File: src/sv/cert_pkg.sv
// ----------------------------------------------------------------------------
// cert_pkg: shared types and constants
// Register indexes, item modes, phase codes and queue entry type.
// ----------------------------------------------------------------------------
package cert_pkg;

  // register indexes
  localparam logic [2:0] REG_THRESHOLD = 3'd0;
  localparam logic [2:0] REG_HYST      = 3'd1;
  localparam logic [2:0] REG_WLEN      = 3'd2;
  localparam logic [2:0] REG_ALPHA     = 3'd3;
  localparam logic [2:0] REG_MIN_DUR   = 3'd4;
  localparam logic [2:0] REG_MAX_DUR   = 3'd5;
  localparam logic [2:0] REG_COOLDOWN  = 3'd6;
  localparam logic [2:0] REG_DC_OFFSET = 3'd7;

  // item modes
  localparam logic [1:0] MODE_SAMPLE = 2'd0;
  localparam logic [1:0] MODE_ON     = 2'd1;
  localparam logic [1:0] MODE_OFF    = 2'd2;
  localparam logic [1:0] MODE_TOGGLE = 2'd3;

  // detector phases
  localparam logic [1:0] PH_IDLE   = 2'd0;
  localparam logic [1:0] PH_DETECT = 2'd1;
  localparam logic [1:0] PH_VALID  = 2'd2;
  localparam logic [1:0] PH_COOL   = 2'd3;

  // classified item passed from front to back
  typedef struct packed {
    logic [1:0]  mode;
    logic [10:0] ac;
    logic [31:0] now_ms;
  } item_t;

endpackage

File: src/sv/clap_envelope_relay_trigger.sv
// ----------------------------------------------------------------------------
// clap_envelope_relay_trigger: impulse detector driving one relay
// Moving average, envelope follower and four-phase clap detector.
// ----------------------------------------------------------------------------
// Usage:
// Input items arrive on s_axis (mode, sample, now_ms); each one gives exactly
// one result on m_axis (relay_out, env_level, phase, toggled).
// Configuration is to be written through cfg_we_i/cfg_idx_i/cfg_data_i while
// idle; the user keeps to this, the block does not enforce it. Any write clears
// the moving-average window. A sample item passes S_RD, S_UPD, S_DIV, S_MUL,
// S_FSM and S_OUT after acceptance; S_DIV is the bit-serial divider that forms
// the window average, one quotient bit a cycle. Manual items go straight to S_OUT.
// One item is processed at a time and the back end starts the next one only
// after the result has been taken. A two-entry input queue keeps accepting
// while the back end works.
// Reset clears the control and detector state, loads register defaults and drops valid outputs.
// When the receiver stalls, the result is held in the output register and
// the back end stops; the queue fills and then s_axis_tready falls.
// ----------------------------------------------------------------------------
module clap_envelope_relay_trigger
  import cert_pkg::*;
#(
  parameter int WINDOW_MAX = 16
) (
  input  logic        clk_i,
  input  logic        rst_ni,
  input  logic        s_axis_tvalid,
  output logic        s_axis_tready,
  input  logic [1:0]  s_axis_tuser,   // mode
  input  logic [47:0] s_axis_tdata,   // sample[9:0], now_ms[41:10], zero fill
  output logic        m_axis_tvalid,
  input  logic        m_axis_tready,
  output logic [15:0] m_axis_tdata,   // relay_out, env_level, phase, toggled
  input  logic        cfg_we_i,
  input  logic [2:0]  cfg_idx_i,
  input  logic [15:0] cfg_data_i
);

  logic [9:0]  dco;
  logic        qv, qpop;
  item_t       qit;
  logic [13:0] od;

  cert_front u_front (
    .clk_i, .rst_ni,
    .in_valid_i(s_axis_tvalid), .in_ready_o(s_axis_tready),
    .mode_i(s_axis_tuser), .sample_i(s_axis_tdata[9:0]),
    .now_i(s_axis_tdata[41:10]), .dc_offset_i(dco),
    .q_valid_o(qv), .q_pop_i(qpop), .q_item_o(qit)
  );

  cert_back #(.WINDOW_MAX(WINDOW_MAX)) u_back (
    .clk_i, .rst_ni, .cfg_we_i, .cfg_idx_i, .cfg_data_i,
    .dc_offset_o(dco), .q_valid_i(qv), .q_pop_o(qpop), .q_item_i(qit),
    .out_valid_o(m_axis_tvalid), .out_ready_i(m_axis_tready), .out_data_o(od)
  );

  assign m_axis_tdata = {2'b00, od};

endmodule

File: src/sv/cert_front.sv
// ----------------------------------------------------------------------------
// cert_front: input stage and item queue
// Accepts items, removes the dc offset and buffers them in a short fifo.
// ----------------------------------------------------------------------------
module cert_front
  import cert_pkg::*;
(
  input  logic        clk_i,
  input  logic        rst_ni,
  input  logic        in_valid_i,
  output logic        in_ready_o,
  input  logic [1:0]  mode_i,
  input  logic [9:0]  sample_i,
  input  logic [31:0] now_i,
  input  logic [9:0]  dc_offset_i,
  output logic        q_valid_o,
  input  logic        q_pop_i,
  output item_t       q_item_o
);

  item_t      mem_q [2];
  logic       wr_q, rd_q;
  logic [1:0] cnt_q;
  logic       push;
  item_t      it;

  assign in_ready_o = (cnt_q != 2'd2);
  assign push       = in_valid_i && in_ready_o;
  assign q_valid_o  = (cnt_q != 2'd0);
  assign q_item_o   = mem_q[rd_q];

  // classify and remove offset
  always_comb begin
    it.mode   = mode_i;
    it.ac     = {1'b0, sample_i} - {1'b0, dc_offset_i};
    it.now_ms = now_i;
  end

  always_ff @(posedge clk_i) begin
    if (push) mem_q[wr_q] <= it;
  end

  // fifo pointers
  always_ff @(posedge clk_i or negedge rst_ni) begin
    if (!rst_ni) begin
      wr_q <= 1'b0; rd_q <= 1'b0; cnt_q <= 2'd0;
    end else begin
      if (push) wr_q <= ~wr_q;
      if (q_pop_i) rd_q <= ~rd_q;
      cnt_q <= cnt_q + {1'b0, push} - {1'b0, q_pop_i};
    end
  end

endmodule

File: src/sv/cert_back.sv
// ----------------------------------------------------------------------------
// cert_back: envelope and detector sequencer
// Window update, serial division, envelope mix, phase machine, output reg.
// ----------------------------------------------------------------------------
module cert_back
  import cert_pkg::*;
#(
  parameter int WINDOW_MAX = 16
) (
  input  logic        clk_i,
  input  logic        rst_ni,
  input  logic        cfg_we_i,
  input  logic [2:0]  cfg_idx_i,
  input  logic [15:0] cfg_data_i,
  output logic [9:0]  dc_offset_o,
  input  logic        q_valid_i,
  output logic        q_pop_o,
  input  item_t       q_item_i,
  output logic        out_valid_o,
  input  logic        out_ready_i,
  output logic [13:0] out_data_o
);

  localparam int PW = (WINDOW_MAX > 2) ? $clog2(WINDOW_MAX) : 1;
  localparam int SW = 11 + PW + 1;

  typedef enum logic [6:0] {
    S_IDLE = 7'b0000001, S_RD = 7'b0000010, S_UPD = 7'b0000100,
    S_DIV = 7'b0001000, S_MUL = 7'b0010000, S_FSM = 7'b0100000,
    S_OUT = 7'b1000000
  } state_e;

  state_e state_q;

  // configuration
  logic [9:0]  thr_q, hys_q, dco_q;
  logic [4:0]  wlen_q;
  logic [15:0] alpha_q, mind_q, maxd_q, cool_q;

  // window
  logic [10:0]     win_mem [WINDOW_MAX];
  logic [WINDOW_MAX-1:0] wvld_q;
  logic [10:0]     old_q;
  logic [PW-1:0]   pos_q;
  logic [SW-1:0]   sum_q;

  // item and datapath
  item_t           it_q;
  logic [SW-1:0]   dvd_q;
  logic [SW-1:0]   quo_q;
  logic [SW:0]     rem_q;
  logic [5:0]      dcnt_q;
  logic [25:0]     env_q;
  logic [42:0]     p1_q, p2_q;

  // detector
  logic [1:0]  ph_q;
  logic [31:0] start_q, last_q;
  logic [9:0]  peak_q;
  logic [25:0] total_q;
  logic [15:0] len_q;
  logic        relay_q, tog_q;
  logic        ov_q;
  logic [13:0] od_q;

  logic [6:0]  elen;
  logic [PW:0] lenw;
  logic [9:0]  lvl, lo;
  logic [10:0] hi;
  logic [31:0] dur, age;
  logic        guard, cmp_ok;
  logic [SW:0] trial;
  logic [SW-1:0] sum_new;
  logic [33:0] lhs;
  logic [28:0] rhs;
  logic [32:0] g100;

  assign dc_offset_o = dco_q;
  assign out_valid_o = ov_q;
  assign out_data_o  = od_q;
  assign q_pop_o     = (state_q == S_IDLE) && q_valid_i && !ov_q;

  // effective window length
  always_comb begin
    elen = {2'b0, wlen_q};
    if (wlen_q < 5'd2) elen = 7'd2;
    if ({2'b0, wlen_q} > 7'(WINDOW_MAX)) elen = 7'(WINDOW_MAX);
    lenw = elen[PW:0];
  end

  assign lvl   = env_q[25:16];
  assign hi    = {1'b0, thr_q} + {1'b0, hys_q};
  assign lo    = (thr_q > hys_q) ? thr_q - hys_q : 10'd0;
  assign dur   = it_q.now_ms - start_q;
  assign age   = it_q.now_ms - last_q;
  // 100 * total as 64 + 32 + 4
  assign g100  = {1'b0, total_q, 6'd0} + {2'd0, total_q, 5'd0} + {5'd0, total_q, 2'd0};
  assign guard = g100 > {17'd0, len_q};
  assign lhs   = {7'd0, {16'd0, peak_q} * {10'd0, len_q}, 1'b0};
  assign rhs   = {1'b0, total_q, 2'b0} + {3'd0, total_q};
  assign cmp_ok = lhs > {5'd0, rhs};
  assign trial = {rem_q[SW-1:0], dvd_q[SW-1]} - {{(SW-PW){1'b0}}, lenw};

  // running window sum after replacing the oldest entry
  assign sum_new = sum_q - (wvld_q[pos_q] ? {{(SW-11){old_q[10]}}, old_q} : '0)
                   + {{(SW-11){it_q.ac[10]}}, it_q.ac};

  // window store
  always_ff @(posedge clk_i) begin
    if (state_q == S_UPD) win_mem[pos_q] <= it_q.ac;
    old_q <= win_mem[pos_q];
  end

  // config registers
  always_ff @(posedge clk_i or negedge rst_ni) begin
    if (!rst_ni) begin
      thr_q <= 10'd300; hys_q <= 10'd30; wlen_q <= 5'd8; alpha_q <= 16'd9830;
      mind_q <= 16'd20; maxd_q <= 16'd150; cool_q <= 16'd400; dco_q <= 10'd512;
    end else if (cfg_we_i) begin
      case (cfg_idx_i)
        REG_THRESHOLD: thr_q   <= cfg_data_i[9:0];
        REG_HYST:      hys_q   <= cfg_data_i[9:0];
        REG_WLEN:      wlen_q  <= cfg_data_i[4:0];
        REG_ALPHA:     alpha_q <= cfg_data_i;
        REG_MIN_DUR:   mind_q  <= cfg_data_i;
        REG_MAX_DUR:   maxd_q  <= cfg_data_i;
        REG_COOLDOWN:  cool_q  <= cfg_data_i;
        REG_DC_OFFSET: dco_q   <= cfg_data_i[9:0];
        default: ;
      endcase
    end
  end

  // payload registers
  always_ff @(posedge clk_i) begin
    case (state_q)
      S_IDLE: if (q_pop_o) it_q <= q_item_i;
      S_UPD: begin
        dvd_q  <= sum_new[SW-1] ? -sum_new : sum_new;
        rem_q  <= '0;
        quo_q  <= '0;
        dcnt_q <= 6'(SW);
      end
      S_DIV: begin
        if (!trial[SW]) begin
          rem_q <= trial;
          quo_q <= {quo_q[SW-2:0], 1'b1};
        end else begin
          rem_q <= {rem_q[SW-1:0], dvd_q[SW-1]};
          quo_q <= {quo_q[SW-2:0], 1'b0};
        end
        dvd_q  <= {dvd_q[SW-2:0], 1'b0};
        dcnt_q <= dcnt_q - 6'd1;
      end
      S_MUL: begin
        p1_q <= {27'd0, alpha_q} * {33'd0, quo_q[9:0]};
        p2_q <= {26'd0, (17'h10000 - {1'b0, alpha_q})} * {17'd0, env_q};
      end
      default: ;
    endcase
  end

  // sequencer and detector
  always_ff @(posedge clk_i or negedge rst_ni) begin
    if (!rst_ni) begin
      state_q <= S_IDLE; wvld_q <= '0; pos_q <= '0; sum_q <= '0; env_q <= '0;
      ph_q <= PH_IDLE; start_q <= '0; last_q <= '0; peak_q <= '0;
      total_q <= '0; len_q <= '0; relay_q <= 1'b0; tog_q <= 1'b0;
      ov_q <= 1'b0; od_q <= '0;
    end else begin
      if (ov_q && out_ready_i) ov_q <= 1'b0;
      if (cfg_we_i) begin
        wvld_q <= '0; pos_q <= '0; sum_q <= '0;
      end
      case (state_q)
        S_IDLE: if (q_pop_o) begin
          if (q_item_i.mode == MODE_SAMPLE) begin
            state_q <= S_RD;
            if ({1'b0, pos_q} >= lenw) pos_q <= '0;
          end else begin
            tog_q <= (q_item_i.mode == MODE_TOGGLE) ||
                     ((q_item_i.mode == MODE_ON) != relay_q);
            if (q_item_i.mode == MODE_ON) relay_q <= 1'b1;
            else if (q_item_i.mode == MODE_OFF) relay_q <= 1'b0;
            else relay_q <= ~relay_q;
            last_q  <= q_item_i.now_ms;
            state_q <= S_OUT;
          end
        end
        S_RD: state_q <= S_UPD;
        S_UPD: begin
          sum_q <= sum_new;
          wvld_q[pos_q] <= 1'b1;
          pos_q <= ({1'b0, pos_q} + 1'b1 >= lenw) ? '0 : pos_q + 1'b1;
          state_q <= S_DIV;
        end
        S_DIV: if (dcnt_q == 6'd1) state_q <= S_MUL;
        S_MUL: state_q <= S_FSM;
        S_FSM: state_q <= S_OUT;
        S_OUT: begin
          ov_q    <= 1'b1;
          od_q    <= {tog_q, ph_q, lvl, relay_q};
          tog_q   <= 1'b0;
          state_q <= S_IDLE;
        end
        default: state_q <= S_IDLE;
      endcase
      // new envelope from the product registers, then the phase machine
      if (state_q == S_FSM) begin : ph
        logic [25:0] e;
        logic [9:0]  l;
        e = 26'((({p1_q, 16'd0}) + {16'd0, p2_q}) >> 16);
        l = e[25:16];
        env_q <= e;
        case (ph_q)
          PH_IDLE: if ({1'b0, l} > hi) begin
            ph_q <= PH_DETECT; start_q <= it_q.now_ms;
            peak_q <= '0; total_q <= '0; len_q <= '0;
          end
          PH_DETECT: begin
            if (len_q != 16'hFFFF) begin
              len_q <= len_q + 16'd1; total_q <= total_q + {16'd0, l};
            end
            if (l > peak_q) peak_q <= l;
            if (l < lo) ph_q <= PH_VALID;
          end
          PH_VALID: begin
            if (dur < {16'd0, mind_q} || dur > {16'd0, maxd_q}) ph_q <= PH_IDLE;
            else if (age < {16'd0, cool_q}) ph_q <= PH_IDLE;
            else if (guard && cmp_ok) begin
              relay_q <= ~relay_q; last_q <= it_q.now_ms;
              ph_q <= PH_COOL; tog_q <= 1'b1;
            end else ph_q <= PH_IDLE;
          end
          default: if (age >= {16'd0, cool_q}) ph_q <= PH_IDLE;
        endcase
      end
    end
  end

endmodule

File: config.mk
export PLATFORM = sky130hd
export DESIGN_NAME = clap_envelope_relay_trigger
export DESIGN_NICKNAME = d
export VERILOG_FILES = /design/src/sv/cert_pkg.sv /design/src/sv/clap_envelope_relay_trigger.sv /design/src/sv/cert_front.sv /design/src/sv/cert_back.sv
export SDC_FILE = /design/constraint.sdc
export NUM_CORES = 2
export LEC_CHECK = 0
export BUFFER_PORTS_ARGS = -buffer_cell sky130_fd_sc_hd__clkbuf_2
export CORE_MARGIN = 5
export CORE_UTILIZATION = 35
export CTS_CLUSTER_SIZE = 30
export DETAILED_ROUTE_END_ITERATION = 16
export PLACE_DENSITY = 0.61
export SLEW_MARGIN = 10
export SYNTH_ARGS = -nofsm -noshare
export SYNTH_HDL_FRONTEND = slang
export SYNTH_SLANG_ARGS = --single-unit
File: constraint.sdc
create_clock -name clk_i -period 9.2 [get_ports clk_i]
set_input_delay 1.38 -clock clk_i [delete_from_list [all_inputs] [get_ports clk_i]]
set_output_delay 1.38 -clock clk_i [all_outputs]
set_load 0.01 [all_outputs]
==> results.yml <==
place:
  dp_hpwl_mm: 127.9
  gp_congestion: 0.8724
  placed_cells: 8806
  port_buffers: 83
  preCtsSetupSlack_ns: 0.2563
cts:
  cts_buffer_depth: 3
  cts_root_buf: "clkbuf_16"
  clock_latency_ns: 0.72
  htreeDepth: 3
  postCtsHoldBufs: 0
  cts_tree: "done"
  clkTransAtPathRegs_ns: 0.06
  clock_sinks: 727
  cts_buffers: 82
status:
  outcome: "completed"
floorplanning:
  die_y_microns: 439.9
  ios: 92
  initial_utilization_pct: 35.26
  rows: 157
  dieWidth_microns: 439.9
  fp.coreArea_sq_um: 183500
  fp.dieArea_sq_um: 193600
detailed_routing:
  drc: 0
  drt.antenna.violating_nets: 0
  first_pass_iters: 5
  wirelength_mm: 168.5
  vias_per_cell: 5.110
  drt_iter0_drc: 2985
  routedWlPerCell_microns: 18.80
  vias: 45803
timing:
  final_hold_viol_count: 0
  drv_slew: 0
  finalWorstSetupSlack_ns: 0.4187
  skew_ns: 0.05873
  relSlewSlack_pct: 24.24
  period_share_pct: 95.45
  max_freq_mhz: 113.9
  worst_pin_slew_ns: 1.130
  post-route-min-period_ns: 8.781
  setup_violations: 0
global_routing:
  grt_pass1_vias: 47720
  gr-total-overflow: 0
  grt_max_degree: 142
  grt.total_usage_pct: 17.57
  grt_antenna_before_repair: 2
  grt_pass1_wl_mm: 269.9
setup_path:
  reg2regPathDepth: 39
  startpoint: "u_back.peak_q[8]"
  crit_top_cell: "fa_1"
  max_stage_delay_ns: 0.56
  crit_arrival_ns: 9.34
  cp.required_ns: 9.76
  critical_path.slowest_cell: "fa_1"
  reg2reg_from: "u_back.peak_q[8]"
  start_kind: "register"
  worst-setup-path-type: "reg -> reg"
  cp_max_fo: 26
  cp-end-kind: "register"
pwr:
  combPwrFrac_pct: 61.8
  p_per_area_nw_per_um2: 325.1
  p_leak_nw: 31.75
  swShare_pct: 43.85
  p_int_mw: 13.05
  worst_ir_drop_vdd_mv: 1.271
  clkPwrFrac_pct: 15.7
  power.switching_mw: 10.19
  p_seq_share_pct: 22.6
synth:
  synth_seq_cells: 727
  syn_avg_cell_area_sq_um: 10.12
  synth_cells: 6391
  async_flop_share_pct: 42.23
  ys.warnings.count: 0
  ys.flop_type: "edfxtp_1"
  synth_cell_types: 92
  synth_area_sq_um: 64700
  synth_edf_count: 409
  yosysSeqAreaShare_pct: 31.25
cells_and_area:
  syn_to_final_growth_pct: 10.50
  mostFrequentLayoutCell: "inv_1"
  layout_common_cells: "922 x inv_1, 819 x nand2_1, 623 x fa_1"
  layout-drive-gt1-share_pct: 9.818
  fillers: 17988
  final_cells: 8963
  multi_input_area_sq_um: 40270
  nets: 7711
  seq_area_sq_um: 20240
min_path:
  worstHoldPathCells: 2
  hold_class: "reg -> reg"
  holdCritStartpoint: "u_back.out_data_o[3]"
run:
  cap_violations: 0
-- metrics by stage --
step | hold WS [ns] | utilization, % | setup TNS (ns) | power (mW) | instance area (sq um)
floorplan | 0.4444 | - | 0 | 15.92 | 64700
global placement | 0.4532 | 37.26 | 0 | 19.18 | 68360
detailed placement | 0.4621 | 37.26 | 0 | 19.52 | 68360
CTS | 0.4762 | 38.91 | 0 | 23.31 | 71390
global route | 0.4925 | 38.96 | -0.06065 | 25.26 | 71490
finish | 0.4747 | 38.96 | 0 | 23.24 | 71490
-- layer usage --
layer / track usage, % / up-vias / part of all wire (%)
met3: 2.383 / 254 / 5.1
met4: 6.004 / 2 / 3.5
met1: 23.33 / 23134 / 44
met2: 29.60 / 1107 / 48
met5: 0 / - / 0.012
li1: - / 21306 / -
-- registers in the layout, summed over array words and instances, names as in the netlist, 26 cells and up --
signal and count:
u_back.p2_q 26, u_back.win_mem 176, u_back.last_q 32, u_back.env_q 26
u_back.it_q 43, u_front.mem_q 90, u_back.p1_q 26, u_back.total_q 26
u_back.start_q 32
-- worst max-delay path, delay by kind of cell (launching register included) --
kind	cells	cell delay [ns]
AOI/OAI and AO/OA	9	1.39
buffers and inverters	8	1.11
adders and majority gates	7	3.27
and+or+nand+nor	14	2.27
DFF	1	0.35
xor gates and xnor gates	1	0.21
-- power by group through the flow --
| stage | clock [mW] | combinational (mW) | sequential, mW |
|---|---|---|---|
| floorplan | 0 | 10.9 | 5.05 |
| global placement | 0 | 13.9 | 5.28 |
| detailed placement | 0 | 14.2 | 5.31 |
| CTS | 3.74 | 14.3 | 5.25 |
| global route | 3.87 | 16.1 | 5.31 |
| finish | 3.64 | 14.4 | 5.24 |
-- cells in the mapped netlist (123+ instances only) --
library cell / number / area (sq um)
and2_1: 256 / 1602
a21oi_1: 222 / 1111
dfrtp_1: 280 / 7007
clkbuf_1: 220 / 825.8
a21o_1: 128 / 960.9
mux2_2: 123 / 1385
fa_1: 623 / 12470
xnor2_1: 183 / 1603
o21ai_0: 258 / 1291
nand2_1: 821 / 3082
edfxtp_1: 409 / 12280
inv_1: 923 / 3465
nor2_1: 291 / 1092
ha_1: 586 / 7332
-- final cells by class --
class | count | share of cell area (%)
Antenna cell | 1 | 0.003500
Clock buffer | 103 | 3.079
Clock inverter | 51 | 1.160
Inverter | 927 | 4.872
Multi-Input combinational cell | 4487 | 56.34
Sequential cell | 727 | 28.31
Tap cell | 2464 | 4.312
Timing Repair Buffer | 203 | 1.930
-- repair_timing --
item                       CTS  global route
setup endpoints to repair    0            46
gates resized for setup      0            24
setup buffers                0             2
-- final timing paths --
| path | endpoint | slack (ns) |
|---|---|---|
| max in group asynchronous | u_back.len_q[3] | 6.79 |
| max reg2reg | u_back.last_q[17] | 0.42 |
| max | u_back.last_q[17] | 0.42 |
| min reg2reg | u_back.out_data_o[3] | 0.47 |
| min in group asynchronous | u_back.start_q[23] | 0.76 |
| min | u_back.out_data_o[3] | 0.47 |
-- cells by family after synthesis --
logic type               Yosys count  synth area share [%]
AND/OR/NAND/NOR                 1811                 13.10
adder cells (fa/ha/maj)         1209                 30.61
buffers and inverters           1178                 6.860
AO/OA/AOI/OAI                    962                 9.526
flip-flops                       727                 31.25
XOR/XNOR                         273                 3.696
multiplexers                     230                 4.957
other                              1              0.005796
(Power assumes the default switching activity.)
